## src/hw/rtl/gmfb_pkg.sv

```systemverilog
// ----------------------------------------------------------------------------
// gmfb_pkg
// Shared types, codes and constants of the mailbox frame buffer setup block.
// ----------------------------------------------------------------------------
package gmfb_pkg;

  // Default for the dimension mask width
  localparam int MaxDimBitsDefault = 12;

  // Field widths
  localparam int OpW    = 2;
  localparam int AddrW  = 32;
  localparam int WordW  = 32;
  localparam int DimW   = 12;
  localparam int DepthW = 6;
  localparam int KindW  = 2;
  localparam int PitchW = 14;
  localparam int SizeW  = 26;
  localparam int IdxW   = 4;
  localparam int BppW   = 3;
  localparam int CfgIndexW = 1;

  // Operations
  localparam logic [OpW-1:0] OP_READ  = 2'd0;
  localparam logic [OpW-1:0] OP_WRITE = 2'd1;
  localparam logic [OpW-1:0] OP_TICK  = 2'd2;
  localparam logic [OpW-1:0] OP_REPLY = 2'd3;

  // Result kinds
  localparam logic [KindW-1:0] KIND_DONE   = 2'd0;
  localparam logic [KindW-1:0] KIND_NONE   = 2'd1;
  localparam logic [KindW-1:0] KIND_FETCH  = 2'd2;
  localparam logic [KindW-1:0] KIND_ANSWER = 2'd3;

  // Word indexes inside the window
  localparam logic [IdxW-1:0] WORD_READ   = 4'd0;
  localparam logic [IdxW-1:0] WORD_RSV0   = 4'd1;
  localparam logic [IdxW-1:0] WORD_RSV1   = 4'd2;
  localparam logic [IdxW-1:0] WORD_RSV2   = 4'd3;
  localparam logic [IdxW-1:0] WORD_POLL   = 4'd4;
  localparam logic [IdxW-1:0] WORD_SENDER = 4'd5;
  localparam logic [IdxW-1:0] WORD_STATUS = 4'd6;
  localparam logic [IdxW-1:0] WORD_CONFIG = 4'd7;
  localparam logic [IdxW-1:0] WORD_WRITE  = 4'd8;
  localparam logic [AddrW-3:0] WINDOW_WORDS = 30'd9;

  // Configuration register indexes
  localparam logic [CfgIndexW-1:0] CFG_MAILBOX_BASE = 1'b0;
  localparam logic [CfgIndexW-1:0] CFG_FB_END       = 1'b1;

  // Status bits (active low readiness)
  localparam int StatusReadBit  = 30;
  localparam int StatusWriteBit = 31;
  localparam logic [WordW-1:0] STATUS_RESET   = 32'h4000_0000;
  localparam logic [WordW-1:0] FETCH_MASK     = 32'h3fff_fff0;
  localparam logic [DepthW-1:0] DEPTH_MAX     = 6'd32;

  typedef struct packed {
    logic [OpW-1:0]    operation;
    logic [AddrW-1:0]  bus_address;
    logic [WordW-1:0]  write_data;
    logic [DimW-1:0]   virtual_width;
    logic [DimW-1:0]   virtual_height;
    logic [DepthW-1:0] bit_depth;
  } in_item_t;

  typedef struct packed {
    logic [KindW-1:0]  kind;
    logic [WordW-1:0]  read_data;
    logic              in_window;
    logic [AddrW-1:0]  fetch_address;
    logic [PitchW-1:0] pitch;
    logic [SizeW-1:0]  buffer_size;
    logic [AddrW-1:0]  buffer_pointer;
  } out_item_t;

  // Controller to datapath
  typedef struct packed {
    logic latch;
    logic decode;
    logic calc_size;
    logic commit;
  } dp_cmd_t;

  // Datapath to controller
  typedef struct packed {
    logic out_free;
  } dp_stat_t;

endpackage

```

## src/hw/rtl/gmfb_if.sv

```systemverilog
// ----------------------------------------------------------------------------
// gmfb interfaces
// Item, result and configuration channels of the mailbox block.
// ----------------------------------------------------------------------------
interface gmfb_req_if import gmfb_pkg::*; ();
  logic     valid;
  logic     ready;
  in_item_t data;
  modport source (output valid, output data, input ready);
  modport sink (input valid, input data, output ready);
endinterface

interface gmfb_rsp_if import gmfb_pkg::*; ();
  logic      valid;
  logic      ready;
  out_item_t data;
  modport source (output valid, output data, input ready);
  modport sink (input valid, input data, output ready);
endinterface

interface gmfb_cfg_if import gmfb_pkg::*; ();
  logic                 valid;
  logic                 ready;
  logic [CfgIndexW-1:0] index;
  logic [WordW-1:0]     data;
  modport source (output valid, output index, output data, input ready);
  modport sink (input valid, input index, input data, output ready);
endinterface

```

## src/hw/rtl/gpu_mailbox_framebuffer_setup_core.sv

```systemverilog
// The result beat reaches the output register through the decode, size and commit steps;
//   a full, unconsumed output register holds the commit step.
// A new item is taken only once the last one is committed, after the accept, decode with
//   pitch multiply, size multiply and commit steps of the controller.
// Reset: synchronous, active high; clears the mailbox words (status reads 0x40000000),
//   the configuration registers, pending flags and the output valid.
// ----------------------------------------------------------------------------
// gpu_mailbox_framebuffer_setup_core
// Mailbox register window with a frame buffer setup channel. Bus reads and
// writes reach nine words; mail in the write word triggers a descriptor fetch
// on a tick, and a descriptor reply is answered with pitch, size and pointer.
// ----------------------------------------------------------------------------
module gpu_mailbox_framebuffer_setup_core import gmfb_pkg::*; #(
  parameter int MAX_DIMENSION_BITS = MaxDimBitsDefault
) (
  input  logic       clk,
  input  logic       rst,
  gmfb_req_if.sink   req,
  gmfb_rsp_if.source rsp,
  gmfb_cfg_if.sink   cfg
);

  // Command and status between the sequencer and the datapath
  dp_cmd_t  cmd;
  dp_stat_t stat;

  // Sequencer: accept a beat only when idle, then advance one step a cycle
  // and hold in the commit step while the output register is still full.
  gmfb_ctrl u_ctrl (
    .clk      (clk),
    .rst      (rst),
    .in_valid (req.valid),
    .in_ready (req.ready),
    .stat     (stat),
    .cmd      (cmd)
  );

  // Datapath: latch the item, decode the window hit and compute pitch, then
  // size, then commit the mailbox update together with the result beat.
  gmfb_dpath #(
    .MAX_DIMENSION_BITS (MAX_DIMENSION_BITS)
  ) u_dpath (
    .clk  (clk),
    .rst  (rst),
    .cmd  (cmd),
    .stat (stat),
    .item (req.data),
    .cfg  (cfg),
    .rsp  (rsp)
  );

endmodule

```

## src/hw/rtl/gmfb_ctrl.sv

```systemverilog
// ----------------------------------------------------------------------------
// gmfb_ctrl
// Sequencer: take one beat, step it through decode and size, then commit.
// ----------------------------------------------------------------------------
module gmfb_ctrl import gmfb_pkg::*; (
  input  logic     clk,
  input  logic     rst,
  input  logic     in_valid,
  output logic     in_ready,
  input  dp_stat_t stat,
  output dp_cmd_t  cmd
);

  localparam logic [1:0] S_IDLE   = 2'd0;
  localparam logic [1:0] S_DECODE = 2'd1;
  localparam logic [1:0] S_SIZE   = 2'd2;
  localparam logic [1:0] S_COMMIT = 2'd3;

  logic [1:0] state;
  logic [1:0] state_next;

  assign in_ready = (state == S_IDLE);

  always_comb begin
    state_next    = state;
    cmd           = '0;
    case (state)
      S_IDLE: begin
        if (in_valid) begin
          cmd.latch  = 1'b1;
          state_next = S_DECODE;
        end
      end
      S_DECODE: begin
        cmd.decode = 1'b1;
        state_next = S_SIZE;
      end
      S_SIZE: begin
        cmd.calc_size = 1'b1;
        state_next    = S_COMMIT;
      end
      S_COMMIT: begin
        // hold until the output register can take the result
        if (stat.out_free) begin
          cmd.commit = 1'b1;
          state_next = S_IDLE;
        end
      end
      default: begin
        state_next = S_IDLE;
      end
    endcase
  end

  always_ff @(posedge clk) begin
    if (rst) begin
      state <= S_IDLE;
    end else begin
      state <= state_next;
    end
  end

endmodule

```

## src/hw/rtl/gmfb_dpath.sv

```systemverilog
// ----------------------------------------------------------------------------
// gmfb_dpath
// Mailbox words, configuration registers, pitch/size multipliers and the
// output register.
// ----------------------------------------------------------------------------
module gmfb_dpath import gmfb_pkg::*; #(
  parameter int MAX_DIMENSION_BITS = MaxDimBitsDefault
) (
  input  logic              clk,
  input  logic              rst,
  input  dp_cmd_t           cmd,
  output dp_stat_t          stat,
  input  in_item_t          item,
  gmfb_cfg_if.sink          cfg,
  gmfb_rsp_if.source        rsp
);

  localparam logic [DimW-1:0] DimMask = (MAX_DIMENSION_BITS >= DimW) ? {DimW{1'b1}}
                                      : DimW'((1 << MAX_DIMENSION_BITS) - 1);

  // configuration
  logic [AddrW-1:0] mailbox_base;
  logic [AddrW-1:0] fb_end;

  // mailbox state
  logic [WordW-1:0] read_word;
  logic [WordW-1:0] rsv_words [3];
  logic [WordW-1:0] sender_word;
  logic [WordW-1:0] status_word;
  logic [WordW-1:0] config_word;
  logic [WordW-1:0] write_word;
  logic             mail_pending;
  logic             awaiting;

  // item and intermediate registers
  in_item_t         cur;
  logic             hit;
  logic [IdxW-1:0]  idx;
  logic [PitchW-1:0] pitch_q;
  logic [SizeW-1:0] size_q;

  // output register
  logic      out_valid;
  out_item_t out_data;

  logic [AddrW-3:0]  word_off;
  logic [DepthW-1:0] depth_c;
  logic [BppW-1:0]   bpp;
  logic [DimW-1:0]   vw_m;
  logic [DimW-1:0]   vh_m;
  logic [1:0]        rsv_idx;
  logic [WordW-1:0]  word_rd;
  out_item_t         res;

  assign cfg.ready     = 1'b1;
  assign rsp.valid     = out_valid;
  assign rsp.data      = out_data;
  assign stat.out_free = !out_valid || rsp.ready;

  always_ff @(posedge clk) begin
    if (rst) begin
      mailbox_base <= '0;
      fb_end       <= '0;
    end else if (cfg.valid) begin
      case (cfg.index)
        CFG_MAILBOX_BASE: mailbox_base <= cfg.data;
        CFG_FB_END:       fb_end       <= cfg.data;
        default: begin
        end
      endcase
    end
  end

  // decode helpers
  assign word_off = cur.bus_address[AddrW-1:2] - mailbox_base[AddrW-1:2];
  assign depth_c  = (cur.bit_depth > DEPTH_MAX) ? DEPTH_MAX : cur.bit_depth;
  assign bpp      = BppW'((depth_c + DepthW'(7)) >> 3);
  assign vw_m     = cur.virtual_width & DimMask;
  assign vh_m     = cur.virtual_height & DimMask;
  assign rsv_idx  = 2'(idx - WORD_RSV0);

  always_ff @(posedge clk) begin
    if (cmd.latch) begin
      cur <= item;
    end
    if (cmd.decode) begin
      hit     <= (word_off < WINDOW_WORDS);
      idx     <= word_off[IdxW-1:0];
      pitch_q <= PitchW'(vw_m) * PitchW'(bpp);
    end
    if (cmd.calc_size) begin
      size_q <= SizeW'(pitch_q) * SizeW'(vh_m);
    end
  end

  always_comb begin
    case (idx)
      WORD_READ:   word_rd = read_word;
      WORD_RSV0,
      WORD_RSV1,
      WORD_RSV2:   word_rd = rsv_words[rsv_idx];
      WORD_POLL:   word_rd = read_word;
      WORD_SENDER: word_rd = sender_word;
      WORD_STATUS: word_rd = status_word;
      WORD_CONFIG: word_rd = config_word;
      default:     word_rd = write_word;
    endcase
  end

  // result of the current item
  always_comb begin
    res      = '0;
    res.kind = KIND_NONE;
    case (cur.operation)
      OP_READ, OP_WRITE: begin
        res.kind      = KIND_DONE;
        res.in_window = hit;
        if (hit && cur.operation == OP_READ) begin
          res.read_data = word_rd;
        end
      end
      OP_TICK: begin
        if (mail_pending && !awaiting) begin
          res.kind          = KIND_FETCH;
          res.fetch_address = write_word & FETCH_MASK;
        end
      end
      default: begin
        if (awaiting) begin
          res.kind           = KIND_ANSWER;
          res.pitch          = pitch_q;
          res.buffer_size    = size_q;
          res.buffer_pointer = fb_end - AddrW'(size_q);
        end
      end
    endcase
  end

  // state update at commit
  always_ff @(posedge clk) begin
    if (rst) begin
      read_word    <= '0;
      rsv_words[0] <= '0;
      rsv_words[1] <= '0;
      rsv_words[2] <= '0;
      sender_word  <= '0;
      status_word  <= STATUS_RESET;
      config_word  <= '0;
      write_word   <= '0;
      mail_pending <= 1'b0;
      awaiting     <= 1'b0;
    end else if (cmd.commit) begin
      case (cur.operation)
        OP_READ: begin
          if (hit && idx == WORD_READ) begin
            status_word[StatusReadBit] <= 1'b1;
          end
        end
        OP_WRITE: begin
          if (hit) begin
            case (idx)
              WORD_READ:   read_word <= cur.write_data;
              WORD_RSV0,
              WORD_RSV1,
              WORD_RSV2:   rsv_words[rsv_idx] <= cur.write_data;
              WORD_POLL: begin
              end
              WORD_SENDER: sender_word <= cur.write_data;
              WORD_STATUS: status_word <= cur.write_data;
              WORD_CONFIG: config_word <= cur.write_data;
              default: begin
                write_word <= cur.write_data;
                if (!status_word[StatusWriteBit]) begin
                  status_word[StatusWriteBit] <= 1'b1;
                  mail_pending                <= 1'b1;
                end
              end
            endcase
          end
        end
        OP_TICK: begin
          if (mail_pending && !awaiting) begin
            awaiting <= 1'b1;
          end
        end
        default: begin
          if (awaiting) begin
            read_word                   <= {{(WordW-4){1'b0}}, write_word[3:0]};
            status_word[StatusReadBit]  <= 1'b0;
            status_word[StatusWriteBit] <= 1'b0;
            mail_pending                <= 1'b0;
            awaiting                    <= 1'b0;
          end
        end
      endcase
    end
  end

  // output register
  always_ff @(posedge clk) begin
    if (rst) begin
      out_valid <= 1'b0;
    end else if (cmd.commit) begin
      out_valid <= 1'b1;
    end else if (rsp.ready) begin
      out_valid <= 1'b0;
    end
  end

  always_ff @(posedge clk) begin
    if (cmd.commit) begin
      out_data <= res;
    end
  end

endmodule

```

## src/flat_wrapper.sv

```systemverilog
// flat-port wrapper written by rule: the top's interface ports become plain ports
module gpu_mailbox_framebuffer_setup_core_flat import gmfb_pkg::*;
#(
  parameter int MAX_DIMENSION_BITS = MaxDimBitsDefault
)
  (clk, rst, req_valid, req_data, req_ready, rsp_valid, rsp_data, rsp_ready, cfg_valid, cfg_index, cfg_data, cfg_ready);
  gmfb_req_if req_i ();
  gmfb_rsp_if rsp_i ();
  gmfb_cfg_if cfg_i ();
  input  logic clk;
  input  logic rst;
  input wire logic [$bits(req_i.valid)-1:0] req_valid;
  input wire logic [$bits(req_i.data)-1:0] req_data;
  output wire logic [$bits(req_i.ready)-1:0] req_ready;
  output wire logic [$bits(rsp_i.valid)-1:0] rsp_valid;
  output wire logic [$bits(rsp_i.data)-1:0] rsp_data;
  input wire logic [$bits(rsp_i.ready)-1:0] rsp_ready;
  input wire logic [$bits(cfg_i.valid)-1:0] cfg_valid;
  input wire logic [$bits(cfg_i.index)-1:0] cfg_index;
  input wire logic [$bits(cfg_i.data)-1:0] cfg_data;
  output wire logic [$bits(cfg_i.ready)-1:0] cfg_ready;
  assign req_i.valid = req_valid;
  assign req_i.data = req_data;
  assign req_ready = req_i.ready;
  assign rsp_valid = rsp_i.valid;
  assign rsp_data = rsp_i.data;
  assign rsp_i.ready = rsp_ready;
  assign cfg_i.valid = cfg_valid;
  assign cfg_i.index = cfg_index;
  assign cfg_i.data = cfg_data;
  assign cfg_ready = cfg_i.ready;
  gpu_mailbox_framebuffer_setup_core #(.MAX_DIMENSION_BITS(MAX_DIMENSION_BITS)) u_core (.clk(clk), .rst(rst), .req(req_i), .rsp(rsp_i), .cfg(cfg_i));
endmodule
```

## config.mk

```make
export PLATFORM = sky130hd
export DESIGN_NAME = gpu_mailbox_framebuffer_setup_core_flat
export DESIGN_NICKNAME = d
export VERILOG_FILES = /design/src/hw/rtl/gmfb_pkg.sv /design/src/hw/rtl/gmfb_if.sv /design/src/hw/rtl/gpu_mailbox_framebuffer_setup_core.sv /design/src/hw/rtl/gmfb_ctrl.sv /design/src/hw/rtl/gmfb_dpath.sv /design/src/flat_wrapper.sv
export SDC_FILE = /design/constraint.sdc
export NUM_CORES = 1
export LEC_CHECK = 0
export BUFFER_PORTS_ARGS = -buffer_cell sky130_fd_sc_hd__buf_4
export CAP_MARGIN = 20
export CORE_AREA = 5 5 251 253
export DETAILED_ROUTE_END_ITERATION = 8
export DIE_AREA = 0 0 256 258
export PLACE_DENSITY = 0.74
export SYNTH_ARGS = -nofsm -noshare
export SYNTH_HDL_FRONTEND = slang
export SYNTH_SLANG_ARGS = --single-unit
export TNS_END_PERCENT = 10
```

## constraint.sdc

```tcl
create_clock -name clk -period 7.1 [get_ports clk]
set_clock_uncertainty 0.05 [all_clocks]
set_input_delay 1.775 -clock clk [delete_from_list [all_inputs] [get_ports clk]]
set_output_delay 1.775 -clock clk [all_outputs]
set_load 0.1 [all_outputs]
```

Word-level counts from Yosys, hierarchy flattened
Memories as Yosys holds them, arrays and structs flattened.
Cells that the tools add are included.

word-level totals
  register bits after elaboration = 509
  bits in writable memories = 96
  input bits = 134
  word-level logic and storage cells = 147
  memories kept = 1

memories
  memory                    depth  width  rd ports  clocked after memory_dff  wr ports  line              source
  u_core.u_dpath.rsv_words  3      32     1         0                         3         gmfb_dpath.sv:27  logic [WordW-1:0] rsv_words [3];

operators by class
  add/sub/neg operators = 4
  multiply operators = 2
  magnitude comparators = 2
  eq/ne operators = 22
  muxes and demuxes = 45
  bitwise gates (word level) = 6
  reductions and logical operators = 34

operator list
  operator             number
  $mux 32              5
  $pmux 32 s5          1
  $pmux 32 s2          1
  $reduce_or 32->1     1
  $sub 32x26->32       1
  $mux 31              1
  $lt 30x4->1 const B  1
  $sub 30x30->30       1
  $mul 14x12->26       1
  $mux 1               23
  $eq 4x3->1 const B   4
  $reduce_and 4->1     4
  $mul 12x3->14        1
  $ne 2x2->1 const B   7
  $mux 2               6
  $reduce_and 6->1     2
  $reduce_and 2->1     5
  $reduce_and 5->1     2
  $eq 4x2->1 const B   2
  $pmux 1 s2           4
  $pmux 2 s4           1
  $reduce_or 8->1      1
  $reduce_or 7->1      1
  $add 6x3->6 const B  1
  21 further kinds     38

Longest topological paths before layout
  depth in word-level cells = 10
  gate-level depth with buffers = 24
  depth with buffers taken out = 23

Modules after synthesis
A second synthesis with hierarchy kept.

second synthesis, totals
  cells, all modules = 3184
  area total of the unflattened synthesis = 33068.0 µm²

by module, submodules not included
  module      instances  cells each  area each (µm²)  sequential area each (µm²)
  gmfb_dpath  1          3165        32875.3          16515.8
  gmfb_ctrl   1          19          192.7            40.0

Worst setup path before layout
Ideal clock, no wire load.

  path kind = register -> register
  start = register u_core.u_dpath.cur, in the netlist u_core.u_dpath.vh_m[5]
  end = register u_core.u_dpath.size_q[24] (data pin)
  arrival = 5.362 ns
  data required time = 6.792 ns
  slack = 1.431 ns
  cell stages (with the launch flop) = 22
  cell sequence = edfxtp_1 clkbuf_1 nand2_1 fa_1 fa_1 fa_1 inv_1 fa_1 inv_1 fa_1 inv_1 ha_1 a21o_1 or3_1 o211ai_1 a21oi_1 o211a_1 o21a_1 o21ai_1 nand2b_1 a21oi_1 xnor2_1

on the way
  longest elaborated chain between the ends = 1

ends and longest elaborated chain
  what                      line              source
  start: declaration        gmfb_dpath.sv:36  in_item_t cur;
  start signal: assignment  gmfb_dpath.sv:84  cur <= item;
  $mul 14x12->26            gmfb_dpath.sv:92  size_q <= SizeW'(pitch_q) * SizeW'(vh_m);
  end signal: assignment    gmfb_dpath.sv:92
  end: declaration          gmfb_dpath.sv:40  logic [SizeW-1:0] size_q;

No other way between the ends.
A chain may end at the register's enable or synchronous reset.

Worst setup path in the final report
  start = register u_core.u_dpath.cur, in the netlist u_core.u_dpath.vh_m[8]
  end = register u_core.u_dpath.size_q[25] (data pin)

Same word-level chain as after synthesis.

==> summary.md <==
| Metric | Value |
|---|---|
| Die X | 256 microns |
| GRT Util Overall | 25.79% |
| Fin crit period | 6204 ps |
| Max frequency | 0.1612 GHz |
| Synthesis Warnings | 0 |
| First-pass GRT wire length | 136.9 mm |
| Post-synth EDFFs | 400 |
| Top post-synthesis cells by count | nand2_1, edfxtp_1, inv_1 |
| Routed WL per cell | 20.62 microns |
| Max-Cap Viols | 0 |
| FP Rows | 91 |
| Mux cell area share after synthesis | 2.573% |
| Syn Inst Count | 3161 |
| Met3 Routed Length | 6.993 mm |
| Layout area overhead | 14.98% |
| Most used cell, CP | fa_1 |
| Slowest stage delay, CP | 610 ps |
| Post-synth top area share | 36.59% |
| Post-DRT Antenna Nets | 0 |
| Setup Crit Path Kind | reg2reg |
| Finished Core Util | 62.08% |
| Synth Area in Adders | 13.64% |
| Clock Pin Slew Worst Setup and Hold Paths | 60 ps |
| CP arrival | 6520 ps |
| Metal2 WL | 42.23 mm |
| # resized after CTS | 0 |
| Slew Limit Fails | 0 |
| Worst Path Required | 7410 ps |
| # H-tree levels | 3 |
| Post-synthesis xor/xnor area fraction | 1.601% |
| Least-Margin Pin Slew | 1111 ps |
| CTS Buf Count | 69 |
| Post-CTS Setup Inserts | 0 |
| Largest family of logic cells by synthesized area | simple AND/OR/NAND/NOR gates |
| Status | finished, final reports clean |
| Die ar. | 66050 sq um |
| CTS tree | done |
| Via count | 24454 |
| Initial drt markers | 2320 |
| RePlAce Congestion | 0.9150 |
| Worst Setup End Kind | register |
| RSZ-0062 raised after global routing | no |
| Count of final hold-check violations | 0 |
| Synth Area in Compound Gates | 10.85% |
| Sequential area share after synthesis | 50.43% |
| CP max-delay cell | edfxtp_1 |
| Fin Setup TNS | 0 ps |
| Vias in the first global route | 25020 |
| Ranking of synthesized cells by area | edfxtp_1, dfxtp_1, fa_1 |
| Slew headroom | 25.77% |
| Simple-gate share of the synthesized area | 15.49% |
| Fin crit share | 87.38% |
| Met1 wire length | 35.13 mm |
| Largest net degree at the start of global routing | 93 |
| Initial Utilization | 53.99% |
| Post-CTS Hold Fix Bufs | 0 |
| Drt total wl | 86.58 mm |
| Fillers | 4823 |
| Fin nets | 3758 |
| Die height | 258 microns |
| Residual DRC | 0 |
| CP Launch Type | register |
| Total iterations of the first detailed-routing run | 6 |
| Total grt overflow | 0 |
| Most common cell in the netlist | nand2_1 |
| Netlist cell types | 73 |
| Async SR Flop Fraction | 0% |
| Port buffer count | 266 |
| Top_reg_cell synth | edfxtp_1 |
| DR top layer | met4 |
| Root buffer cell | clkbuf_16 |
| Final setup viols | 0 |
| Core Region | 60800 sq um |
| DP Wirelength | 59.09 mm |
| Later-pin clock latency in the skew report | 630 ps |
| Synthesized area per cell | 10.39 sq um |
| Setup slack at placement | 910.2 ps |
| Initial antenna violation count | 5 |
| #FFs+latches synth | 627 |
| CP Max Fanout | 14 |
| Final worst-path setup slack | 896.2 ps |
| Vias per cell | 5.825 |
| # clock sinks | 627 |
| Clock Path Buffers | 3 |
| Worst Hold Class | reg2reg |
| Cell breakdown of the critical path | and2_1 > fa_1 > inv_1 > fa_1 > inv_1 > fa_1 > fa_1 > inv_1 > fa_1 > inv_1 > ha_1 > and3_1 > nand4_1 > and3_1 > a211oi_1 > a221oi_1 > a211o_1 > o21bai_1 > a21oi_1 > xnor2_1 |
| Synth area leader | edfxtp_1 |
| Post-Syn Area | 32830 sq um |
| Layout cells sized above 1 | 13.87% |
| Ports | 276 |
[worst paths after layout]
| path | startpoint | to | slack [ps] | cells after the start |
|---|---|---|---|---|
| min reg2reg | u_core.u_dpath.mailbox_base[8] | u_core.u_dpath.mailbox_base[8] | 400 | 2 |
| min | u_core.u_dpath.mailbox_base[8] | u_core.u_dpath.mailbox_base[8] | 400 | 2 |
| max reg2reg | u_core.u_dpath.vh_m[8] | u_core.u_dpath.size_q[25] | 900 | 20 |
| max | u_core.u_dpath.vh_m[8] | u_core.u_dpath.size_q[25] | 900 | 20 |
[registers in the layout (all words and copies together), names as in the netlist, 30 cells and up]
signal and flops:
u_core.u_dpath.config_word 32, u_core.u_dpath.cur 70, u_core.u_dpath.fb_end 32, u_core.u_dpath.mailbox_base 30
u_core.u_dpath.read_word 32, u_core.u_dpath.rsp.data 133, u_core.u_dpath.rsv_words 128, u_core.u_dpath.sender_word 32
u_core.u_dpath.status_word 32, u_core.u_dpath.write_word 32
[final cells by class]
class | instances | area (sq um) | share of cell area (%)
Inverter | 276 | 1041 | 2.758
Clock inverter | 31 | 387.9 | 1.028
Sequential cell | 627 | 16560 | 43.86
Tap cell | 790 | 988.4 | 2.619
Multi-Input combinational cell | 2077 | 14590 | 38.64
Antenna cell | 5 | 12.51 | 0.03315
Timing Repair Buffer | 295 | 2241 | 5.937
Clock buffer | 97 | 1934 | 5.125
[per-layer routing]
| layer | vias to the layer above | GRT usage [%] |
|---|---|---|
| met4 | 0 | 9.190 |
| li1 | 11221 | - |
| met5 | - | 0 |
| met1 | 12016 | 34.04 |
| met2 | 1062 | 43.01 |
| met3 | 155 | 5.055 |
[cells in the final DEF, fill, tap and decap left out, drive strengths merged, types with 119 or more instances in the layout]
| cell type | synthesis | layout |
|---|---|---|
| and3 | 119 | 119 |
| inv | 276 | 281 |
| a21oi | 261 | 261 |
| nor2 | 148 | 148 |
| fa | 133 | 133 |
| nand2 | 628 | 628 |
| dfxtp | 227 | 227 |
| edfxtp | 400 | 400 |
| buf | 22 | 294 |
| ha | 145 | 145 |
[per-stage QoR]
step	hold WS, ps	instances	instance area (sq um)
5_1_grt	416.3	4198	37750
6_report	404.6	4198	37750
2_1_floorplan	386.0	3166	32850
3_3_place_gp	390.7	4060	35350
4_1_cts	404.5	4190	37700
3_5_place_dp	396.0	4062	35380
[cell families after synthesis]
| logic type | count (synthesis) |
|---|---|
| buffers and inverters | 462 |
| muxes | 44 |
| adders and majority gates | 278 |
| DFF | 627 |
| xor gates and xnor gates | 60 |
| other | 2 |
| and+or+nand+nor | 1126 |
| AOI/OAI and AO/OA | 562 |
[critical path, delay by kind of cell, from the launching register on]
kind,cells,cell delay (ps)
xor gates and xnor gates,1,130
adders and majority gates,6,2920
DFF,1,610
buffers and inverters,4,200
and+or+nand+nor,4,810
AOI/OAI and AO/OA,5,1230
Power is left out: the tool's default activity adds up to more than one toggle a clock period on the data nets, which glitch-free logic cannot reach.
